===== config.mk =====
export PLATFORM = sky130hd
export DESIGN_NAME = ptq_ctrl
export DESIGN_NICKNAME = d
export VERILOG_FILES = /design/src/rtl/ptq_pkg.sv /design/src/rtl/ptq_ctrl.sv
export SDC_FILE = /design/constraint.sdc
export NUM_CORES = 1
export LEC_CHECK = 0
export CORE_MARGIN = 5
export CORE_UTILIZATION = 67
export CTS_CLUSTER_DIAMETER = 60
export DETAILED_ROUTE_END_ITERATION = 8
export DONT_BUFFER_PORTS = 1
export PLACE_DENSITY = 0.82
export SLEW_MARGIN = 15
export SYNTH_ARGS = -nofsm -noshare
export SYNTH_HDL_FRONTEND = slang
export SYNTH_SLANG_ARGS = --single-unit

===== constraint.sdc =====
create_clock -name clk -period 2.7 [get_ports clk]
set_clock_uncertainty 0.1 [all_clocks]
set_input_delay 0.54 -clock clk [delete_from_list [all_inputs] [get_ports clk]]
set_output_delay 0.54 -clock clk [all_outputs]
set_load 0.1 [all_outputs]

===== src/rtl/ptq_pkg.sv =====
// ptq_pkg: shared types, constants and tables for the pose to quaternion core
// no dependencies; imported by ptq_ctrl, ptq_dp and pose_to_quaternion_and_rates_core
package ptq_pkg;

	// input sample
	typedef struct packed {
		logic signed [31:0] pos_x;
		logic signed [31:0] pos_y;
		logic signed [31:0] pos_z;
		logic signed [31:0] roll;
		logic signed [31:0] pitch;
		logic signed [31:0] yaw;
		logic [23:0]        interval_us;
		logic               restart;
	} pose_in_t;

	// result
	typedef struct packed {
		logic signed [31:0] quat_w;
		logic signed [31:0] quat_x;
		logic signed [31:0] quat_y;
		logic signed [31:0] quat_z;
		logic signed [31:0] vel_x;
		logic signed [31:0] vel_y;
		logic signed [31:0] vel_z;
		logic signed [31:0] rate_roll;
		logic signed [31:0] rate_pitch;
		logic signed [31:0] rate_yaw;
		logic               rates_valid;
	} pose_out_t;

	// controller states
	typedef enum logic [3:0] {
		ST_IDLE,
		ST_CORD_LOAD,
		ST_CORD_RUN,
		ST_CORD_STORE,
		ST_MUL,
		ST_DIV_LOAD,
		ST_DIV_RUN,
		ST_DIV_STORE,
		ST_OUT
	} ptq_state_t;

	// commands from controller to datapath
	typedef struct packed {
		logic       capture;
		logic       cord_load;
		logic       cord_step;
		logic       cord_store;
		logic       mul_en;
		logic       div_load;
		logic       div_step;
		logic       div_store;
		logic       out_load;
		logic [1:0] ang;
		logic [4:0] iter;
		logic [3:0] mstep;
		logic [2:0] didx;
	} ptq_cmd_t;

	// status from datapath to controller
	typedef struct packed {
		logic rates_valid;
	} ptq_sts_t;

	localparam int unsigned CORDIC_LAST = 30;
	localparam int unsigned MUL_LAST    = 11;
	localparam int unsigned DIV_LAST    = 5;
	localparam int unsigned DIV_BITS    = 53;

	localparam logic [1:0] ANG_LAST = 2'd2;

	localparam logic signed [35:0] HALF_PI_Q30 = 36'sd1686629713;
	localparam logic signed [35:0] PI_Q30      = 36'sd3373259426;
	localparam logic signed [33:0] CORDIC_GAIN = 34'sd652032874;
	localparam logic [19:0]        US_PER_S    = 20'd1000000;

	// arctangent of 2^-i in Q2.30
	function automatic logic [29:0] atan_q30(input logic [4:0] i);
		logic [29:0] r;
		case (i)
			5'd0:    r = 30'h3243F6A8;
			5'd1:    r = 30'h1DAC6705;
			5'd2:    r = 30'h0FADBAFC;
			5'd3:    r = 30'h07F56EA6;
			5'd4:    r = 30'h03FEAB76;
			5'd5:    r = 30'h01FFD55B;
			5'd6:    r = 30'h00FFFAAA;
			5'd7:    r = 30'h007FFF55;
			5'd8:    r = 30'h003FFFEA;
			5'd9:    r = 30'h001FFFFD;
			5'd10:   r = 30'h000FFFFF;
			5'd11:   r = 30'h0007FFFF;
			5'd12:   r = 30'h0003FFFF;
			5'd13:   r = 30'h0001FFFF;
			5'd14:   r = 30'h0000FFFF;
			5'd15:   r = 30'h00007FFF;
			5'd16:   r = 30'h00003FFF;
			5'd17:   r = 30'h00001FFF;
			5'd18:   r = 30'h00000FFF;
			5'd19:   r = 30'h000007FF;
			5'd20:   r = 30'h000003FF;
			5'd21:   r = 30'h000001FF;
			5'd22:   r = 30'h000000FF;
			5'd23:   r = 30'h0000007F;
			5'd24:   r = 30'h0000003F;
			5'd25:   r = 30'h0000001F;
			5'd26:   r = 30'h0000000F;
			5'd27:   r = 30'h00000008;
			5'd28:   r = 30'h00000004;
			5'd29:   r = 30'h00000002;
			5'd30:   r = 30'h00000001;
			default: r = 30'h0;
		endcase
		return r;
	endfunction

endpackage


===== src/rtl/ptq_ctrl.sv =====
// ptq_ctrl: sequencer for cordic, product and divide phases
// depends on ptq_pkg
module ptq_ctrl (
	input  logic              clk,
	input  logic              arst_n,
	input  logic              in_valid,
	output logic              in_stall,
	input  logic              out_free,
	input  ptq_pkg::ptq_sts_t sts,
	output ptq_pkg::ptq_cmd_t cmd
);
	import ptq_pkg::*;

	ptq_state_t state_q, state_d;
	logic [1:0] ang_q, ang_d;
	logic [4:0] iter_q, iter_d;
	logic [3:0] mstep_q, mstep_d;
	logic [2:0] didx_q, didx_d;
	logic [5:0] dbit_q, dbit_d;

	// state and counters
	always_ff @(posedge clk or negedge arst_n) begin
		if (!arst_n) begin
			state_q <= ST_IDLE;
			ang_q   <= '0;
			iter_q  <= '0;
			mstep_q <= '0;
			didx_q  <= '0;
			dbit_q  <= '0;
		end else begin
			state_q <= state_d;
			ang_q   <= ang_d;
			iter_q  <= iter_d;
			mstep_q <= mstep_d;
			didx_q  <= didx_d;
			dbit_q  <= dbit_d;
		end
	end

	// next state and commands
	always_comb begin
		state_d  = state_q;
		ang_d    = ang_q;
		iter_d   = iter_q;
		mstep_d  = mstep_q;
		didx_d   = didx_q;
		dbit_d   = dbit_q;
		in_stall = 1'b1;
		cmd      = '0;
		cmd.ang   = ang_q;
		cmd.iter  = iter_q;
		cmd.mstep = mstep_q;
		cmd.didx  = didx_q;
		unique case (state_q)
			ST_IDLE: begin
				in_stall = 1'b0;
				if (in_valid) begin
					cmd.capture = 1'b1;
					ang_d       = '0;
					state_d     = ST_CORD_LOAD;
				end
			end
			ST_CORD_LOAD: begin
				cmd.cord_load = 1'b1;
				iter_d        = '0;
				state_d       = ST_CORD_RUN;
			end
			ST_CORD_RUN: begin
				cmd.cord_step = 1'b1;
				iter_d        = iter_q + 5'd1;
				if (iter_q == 5'(CORDIC_LAST)) state_d = ST_CORD_STORE;
			end
			ST_CORD_STORE: begin
				cmd.cord_store = 1'b1;
				if (ang_q == ANG_LAST) begin
					mstep_d = '0;
					state_d = ST_MUL;
				end else begin
					ang_d   = ang_q + 2'd1;
					state_d = ST_CORD_LOAD;
				end
			end
			ST_MUL: begin
				cmd.mul_en = 1'b1;
				mstep_d    = mstep_q + 4'd1;
				if (mstep_q == 4'(MUL_LAST)) begin
					didx_d  = '0;
					state_d = sts.rates_valid ? ST_DIV_LOAD : ST_OUT;
				end
			end
			ST_DIV_LOAD: begin
				cmd.div_load = 1'b1;
				dbit_d       = '0;
				state_d      = ST_DIV_RUN;
			end
			ST_DIV_RUN: begin
				cmd.div_step = 1'b1;
				dbit_d       = dbit_q + 6'd1;
				if (dbit_q == 6'(DIV_BITS - 1)) state_d = ST_DIV_STORE;
			end
			ST_DIV_STORE: begin
				cmd.div_store = 1'b1;
				if (didx_q == 3'(DIV_LAST)) begin
					state_d = ST_OUT;
				end else begin
					didx_d  = didx_q + 3'd1;
					state_d = ST_DIV_LOAD;
				end
			end
			ST_OUT: begin
				if (out_free) begin
					cmd.out_load = 1'b1;
					state_d      = ST_IDLE;
				end
			end
			default: state_d = ST_IDLE;
		endcase
	end

endmodule


### Word-level counts from Yosys, hierarchy flattened

Index checks and enable logic that the tools add are counted.

* add/sub/neg operators: 5
* equal/unequal tests: 21
* multiplexer cells: 31
* reduce and logical (&&, ||, !) cells: 10

Operators with widths (number)
* one-hot mux 4 bit (9 select lines): 1
* 2-to-1 mux 4 bit: 8
* equality test 4 x 3 -> 1 bit (second input constant): 4
* != test 2 bit (second input constant): 8
* 2-to-1 mux 1 bit: 12
* one-hot mux 6 bit (2 select lines): 1
* one-hot mux 5 bit (2 select lines): 1
* nonzero test 2 bit: 5
* 2-to-1 mux 3 bit: 3
* equality test 4 x 2 -> 1 bit (second input constant): 2
* equality test 4 bit (second input constant): 2
* one-hot mux 4 bit (2 select lines): 1
* adder 6 x 1 -> 6 bit (second input constant): 1
* equality test 6 bit (second input constant): 1
* one-hot mux 3 bit (2 select lines): 1
* AND reduction 3 bit: 2
* adder 5 x 1 -> 5 bit (second input constant): 1
* equality test 5 bit (second input constant): 1
* AND reduction 5 bit: 1
* adder 4 x 1 -> 4 bit (second input constant): 1
* equality test 4 x 1 -> 1 bit (second input constant): 1
* zero test 4 bit: 1
* 2-to-1 mux 2 bit: 2
* one-hot mux 2 bit (2 select lines): 1
* 5 further kinds: 5

* register bits after elaboration: 24
* word-level logic and storage cells: 73

### Logic depth before layout (Yosys ltp)

Gate-level depths: netlist (run 1).

* word-level depth: 3
* mapped depth: 6
* gate-level depth less buffers: 6

### Worst setup path after synthesis (run 1)

OpenSTA, ideal clock, no wires.

* kind: register to register
* from: reg state_q[2]
* to: reg dbit_q[2]
* library setup time: 133 ps
* arrival time: 4214 ps
* slack: -1746 ps
* stages on the path, launching flop included: 6
* buffers on the path: 1
* cell sequence: dfrtp_1 clkbuf_2 nor4bb_1 nor2_1 o21ai_0 o21ai_0

* longest elaborated chain between the ends: 2
* elaborated cells on any way between the ends: 4
* those cells by class: 2 x eq/ne; 1 x mux; 1 x reduce/logical

RTL lines
* start: declaration: RTL line ptq_ctrl.sv:14 `ptq_state_t state_q, state_d;`
* start signal: assignment: RTL line ptq_ctrl.sv:31 `state_q <= state_d;`
* equality test 4 x 3 -> 1 bit: RTL line ptq_ctrl.sv:54 `unique case (state_q)`
* one-hot mux 6 bit (2 select lines) or nonzero test 2 bit (tied branches)
* end signal: assignment: RTL line ptq_ctrl.sv:36 `dbit_q <= dbit_d;`
* end: declaration: RTL line ptq_ctrl.sv:19 `logic [5:0] dbit_q, dbit_d;`

Parallel ways exist; a longest one is shown, timed or not.
A chain may end at the register's enable or synchronous reset.

==> run metrics, run 1 <==
Initial Utilization 68.03%; initial antenna violation count 0; Slew Limit Fails 0; top_reg_cell synth dfrtp_1; Critical Path Sink cmd[18]; H-tree depth 1; average wire per standard cell 16.39 um; synth top area cells dfrtp_1 41%, o21ai_0 8.6%, ha_1 6.8%; critical path startpoint category flop; Ys Warns 0; mux cell area share after synthesis 2.055%; Die W 56.71 um; Vias 1390; Setup CP Type flop to output port; post-synthesis xor/xnor area fraction 0.5993%; Sink Count 24; fraction of layout cells with a size suffix above 1 20.42%; CTS tree yes; clk buf depth 2; vias in the first global route 1432; first-pass GRT wire length 6154 um; Pre-Repair DR Iteration Count 4; Reg clk slew, reported paths 0.13 ns; n_diodes 0; max cap viols 0; RSZ-0062 raised after global routing false; r2r endpoint didx_q[2]$_DFFE_PN0P_; Area growth, synth to finish 17.47%; fill count 153; FF+latch area 600.6 sq um; slowest CP cell or4b_1; crit-path max cell delay 0.68 ns; Post-CTS Setup Inserts 0; post-detail-place hpwl 2649 um; post-synth top area cell dfrtp_1; DRT iter0 DRCs 49; routed vias/inst 6.347; mean post-synth cell area 8.699 sq um; worst setup path start state_q[3]$_DFFE_PN0P_; Setup TNS Final 0 ns; Post-synth EDFFs 0; post-synthesis register bit count 24; Overflow after GRT 0; Multi-input gate area 790.8 sq um; CTS Root Cell clkbuf_4; DR DRC count 0; antenna viol nets, final 0; Async S/R FF share, synth 100.0%; Reg2Reg Depth 5; Core Box Area 2148 sq um; Critical Path End Type output port; syn_nets 181; worst hold path type input port to async pin; final net count 205; Die Area 3215 sq um; Hold Vio Cnt, Final 0; CTS buffer count 3; final setup vio count 0; num ports 29; Tcrit/Tclk final 94.93%; I/O Buffers 0; adder-cell area share of the yosys netlist 6.849%; R2R Setup Slk 0.52 ns; compound-gate portion of the synthesized area 23.37%; clk_lat worst skew 0.31 ns; Routed WL 3589 um; global-route usage over all layers 23.89%; most frequent cells in the layout 25 x o21ai_0, 25 x buf_4, 24 x dfrtp_1; WP data arrival 1.92 ns; Cell variety after synth 37; die height 56.71 um; simple-gate area share of the yosys netlist 19.69%; Reg-to-Reg Start state_q[3]$_DFFE_PN0P_; critical path required time 2.06 ns; GPL Wtd Cong 0.8709; Yosys top cell area share 41.10%; worst-path cell chain or4b_1 -> clkinv_2; Syn Inst Count 168; pin count of the biggest net entering global routing 25; Cell Area, Synth 1461 sq um; Core Rows 17; sequential fraction of the synthesis area 41.10%; Max FO, Critical Path 11; largest family of logic cells by synthesized area compound AO/OA/AOI/OAI gates; Fmax 0.3901 GHz; post-route minimum period 2.563 ns; worst-margin pin slew 0.5615 ns; Rel. slew slack 62.57%; status finished, final reports clean
-- sequential cells by signal, summed over array words and instances, names as in the netlist --
register,cells
ang_q,2
dbit_q,6
didx_q,3
iter_q,5
mstep_q,4
state_q,4
-- routing by layer --
metal | wire length, um | track usage [%]
met3 | 290 | 5.057
met5 | 0 | 0
met1 | 1392 | 26.83
met2 | 1837 | 41.75
met4 | 68 | 12.54
-- cells by family after synthesis --
group                      Yosys count
AOI/OAI and AO/OA                   55
and+or+nand+nor                     54
DFF                                 24
buffers and inverters               23
adders and majority gates            8
muxes                                3
xor gates and xnor gates             1
-- worst max-delay path, delay by kind of cell (launching register included) --
family | cells | cell delay (ns)
flops | 1 | 0.53
simple gates | 1 | 0.68
buf+inv | 1 | 0.40
-- area by class of cell --
cell class,count,area share (%)
Tap cell,28,2.041
Sequential cell,24,34.99
Clock buffer,4,2.114
Timing Repair Buffer,26,11.22
Multi-Input combinational cell,121,46.06
Inverter,16,3.571
-- stage by stage --
step | cells | instance area (sq um) | worst slack [ns] | utilization, % | hold WS (ns)
floorplan | 168 | 1484 | 0.2477 | - | 0.1444
global placement | 214 | 1674 | 0.4644 | 77.93 | 0.1451
detailed placement | 214 | 1674 | 0.4223 | 77.93 | 0.1450
CTS | 219 | 1720 | 0.05286 | 80.08 | 0.2224
global route | 219 | 1717 | 0.04780 | 79.91 | 0.1120
finish | 219 | 1717 | 0.1368 | 79.91 | 0.08961
-- cells in the mapped netlist (all sizes together) (3+ instances only) --
cell / n
and3: 3
nand2: 15
inv: 16
a21oi: 11
nor3: 5
nor2: 9
o21ai: 25
dfrtp: 24
nand4: 6
clkbuf: 3
ha: 8
a22o: 3
a31oi: 4
mux2i: 3
nand3: 4
buf: 4
nand2b: 3
-- worst min-delay path by stage --
stage | slack (ns) | start | end | cells past startpoint
3_5_place_dp | 0.14 | arst_n | dbit_q[2]$_DFFE_PN0P_ | 0
6_report | 0.09 | arst_n | dbit_q[2]$_DFFE_PN0P_ | 1
5_1_grt | 0.11 | arst_n | dbit_q[2]$_DFFE_PN0P_ | 1
3_3_place_gp | 0.15 | arst_n | dbit_q[2]$_DFFE_PN0P_ | 0
2_1_floorplan | 0.14 | arst_n | ang_q[0]$_DFFE_PN0P_ | 0
4_1_cts | 0.22 | out_free | state_q[3]$_DFFE_PN0P_ | 1
-- what timing repair did --
| action | in CTS | in global routing |
|---|---|---|
| endpoints found under the hold margin | 24 | 0 |
| gates resized for setup | 0 | 1 |
| hold buffers | 1 | 0 |
| setup endpoints to repair | 0 | 1 |
Power of run 1 is left out: the tool's default activity adds up to more than one toggle a clock period on the data nets, which glitch-free logic cannot reach.
==> inputs of run 2 (changes only) <==
CORE_UTILIZATION = 62   (was 67)
PLACE_DENSITY = default   (was 0.82)
PLACE_DENSITY_LB_ADDON = 0.15   (was default)
SETUP_SLACK_MARGIN = 0.4   (was default)
clock period = 2.5 ns   (was 2.7 ns; I/O delays follow)
==> run 2 against run 1 <==
- final cell count rose by 10%
- flip-flop and latch count is the same
- wire length is 61% higher
- worst hold slack lost 0.053 ns
- sequential share of layout area is 5.8 points lower
- critical path depth unchanged
- clock-buffer cell count is the same
- via count grew 23%
- die area grew 6.6%
- register-to-register slack got worse by 0.08 ns
- critical path type unchanged
- largest cell class unchanged
- highest routed layer unchanged
==> run metrics, run 2 (synthesis results as in run 1) <==
Reg2Reg Depth 5 (unchanged); vias in the first global route 1587 (+11%); Hold Vio Cnt, Final 0 (unchanged); GPL Wtd Cong 0.8164 (-6.3%); antenna viol nets, final 0 (unchanged); Top Registers dbit_q (6), iter_q (5); Top reg by flops dbit_q; Overflow after GRT 0 (unchanged); Core Box Area 2233 sq um (+4.0%); worst-path cell chain or4b_4 -> inv_12; n_diodes 0 (unchanged); commonest non-fill, non-tap cell in the layout buf_4; CTS Root Cell clkbuf_4; Max FO, Critical Path 8 (-3); Routed WL 5794 um (+61%); Fmax 0.4546 GHz; WP data arrival 1.60 ns (-0.32 ns); RSZ-0062 raised after global routing true; crit-path max cell delay 0.58 ns (-0.10 ns); final net count 227 (+11%); Setup CP Type flop to output port; Pre-Repair DR Iteration Count 7 (+3); slowest CP cell or4b_4; final setup vio count 0 (unchanged); global-route track usage on met1 37.00% (+10 points); CP top delay family simple AND/OR/NAND/NOR gates; initial antenna violation count 0 (unchanged); routed vias/inst 7.112 (+12%); R2R Setup Slk 0.44 ns (-0.08 ns); critical path startpoint category flop; Setup TNS Final 0 ns (unchanged); GRT met2 Usage 52.95% (+11 points); critical path required time 1.90 ns (-0.16 ns); CTS buffer count 3 (unchanged); die height 58.55 um (+3.3%); Buf+Inv Stages, Crit Path 1 (unchanged); pin count of the biggest net entering global routing 25 (unchanged); post-route minimum period 2.200 ns; Reg clk slew, reported paths 0.14 ns (about the same); Critical Path End Type output port; Die Area 3428 sq um (+6.6%); final hold slack 0.03676 ns (-0.05286 ns); global-route usage over all layers 30.69% (+6.8 points); Core Rows 17 (unchanged); r2r endpoint state_q[3]$_DFFE_PN0P_; first-pass GRT wire length 7990 um (+30%); Area growth, synth to finish 41.78%; met3 usage 5.702% (+0.64 points); Tcrit/Tclk final 87.99%; Rel. slew slack 63.60% (+1.0 points); max reg flops 6 (unchanged); fraction of layout cells with a size suffix above 1 37.09% (+17 points); most frequent cells in the layout 38 x buf_4, 23 x o21ai_0, 20 x dfrtp_1; status finished, final reports clean; I/O Buffers 0 (unchanged); Die W 58.55 um (+3.3%); post-detail-place hpwl 2657 um (+0.31%); DR DRC count 0 (unchanged); DRT iter0 DRCs 222 (+350%); Initial Utilization 65.43% (-2.6 points); average wire per standard cell 24.04 um (+47%); Reg-to-Reg Start state_q[3]$_DFFE_PN0P_; Sink Count 24 (unchanged); clk buf depth 2 (unchanged); Slew Limit Fails 0 (unchanged); H-tree depth 1 (unchanged); worst hold path type input port to async pin; worst-margin pin slew 0.5460 ns (-0.01548 ns); clk_lat worst skew 0.32 ns (about the same); global route hottest layer met2; Vias 1714 (+23%); max cap viols 0 (unchanged); num ports 29 (unchanged); CTS tree yes
run 2: area by class of cell:
cell class                 instances  area (sq um)
tap                               28         35.03
inverter                          16         80.08
sequential                        24         605.6
multi-input combinational        121         870.8
clock buffer                       4         36.28
timing repair buffer              48         444.2
fill                              75         161.4
run 2: how the worst max path moves through the flow:
stage / cells past startpoint / slack (ns) / end / startpoint
2_1_floorplan: 2 / 0.23 / cmd[17] / state_q[0]$_DFFE_PN0P_
3_3_place_gp: 4 / 0.45 / cmd[21] / state_q[3]$_DFFE_PN0P_
3_5_place_dp: 5 / 0.37 / mstep_q[3]$_DFFE_PN0P_ / state_q[3]$_DFFE_PN0P_
4_1_cts: 2 / 0.35 / cmd[18] / state_q[3]$_DFFE_PN0P_
5_1_grt: 5 / 0.26 / cmd[14] / state_q[1]$_DFFE_PN0P_
6_report: 2 / 0.30 / cmd[18] / state_q[3]$_DFFE_PN0P_
run 2: per-layer routing:
layer  share of wire [%]  wire [um]  up-vias
met1                  36       2087      846
met3                  10        604       39
met5                   0          0        -
met4                 5.0        288        0
li1                    -          -      692
met2                  49       2814      137
run 2: stage by stage:
| stage | instances | utilization (%) | worst slack [ns] | area [sq um] |
|---|---|---|---|---|
| floorplan | 168 | - | 0.2349 | 1529 |
| global placement | 217 | 77.14 | 0.4483 | 1723 |
| detailed placement | 217 | 77.14 | 0.3671 | 1723 |
| CTS | 231 | 88.18 | 0.3451 | 1969 |
| global route | 241 | 92.77 | 0.2608 | 2072 |
| finish | 241 | 92.77 | 0.3002 | 2072 |
run 2: what timing repair did:
action / 4_1_cts / 5_1_grt
gates resized for setup: 35 / 9
hold endpoints to repair: 24 / 0
hold buffers: 1 / 0
pin swaps: 2 / 4
setup buffers: 9 / 10
endpoints found under the setup margin: 11 / 11
Power of run 2 is left out for the same reason.
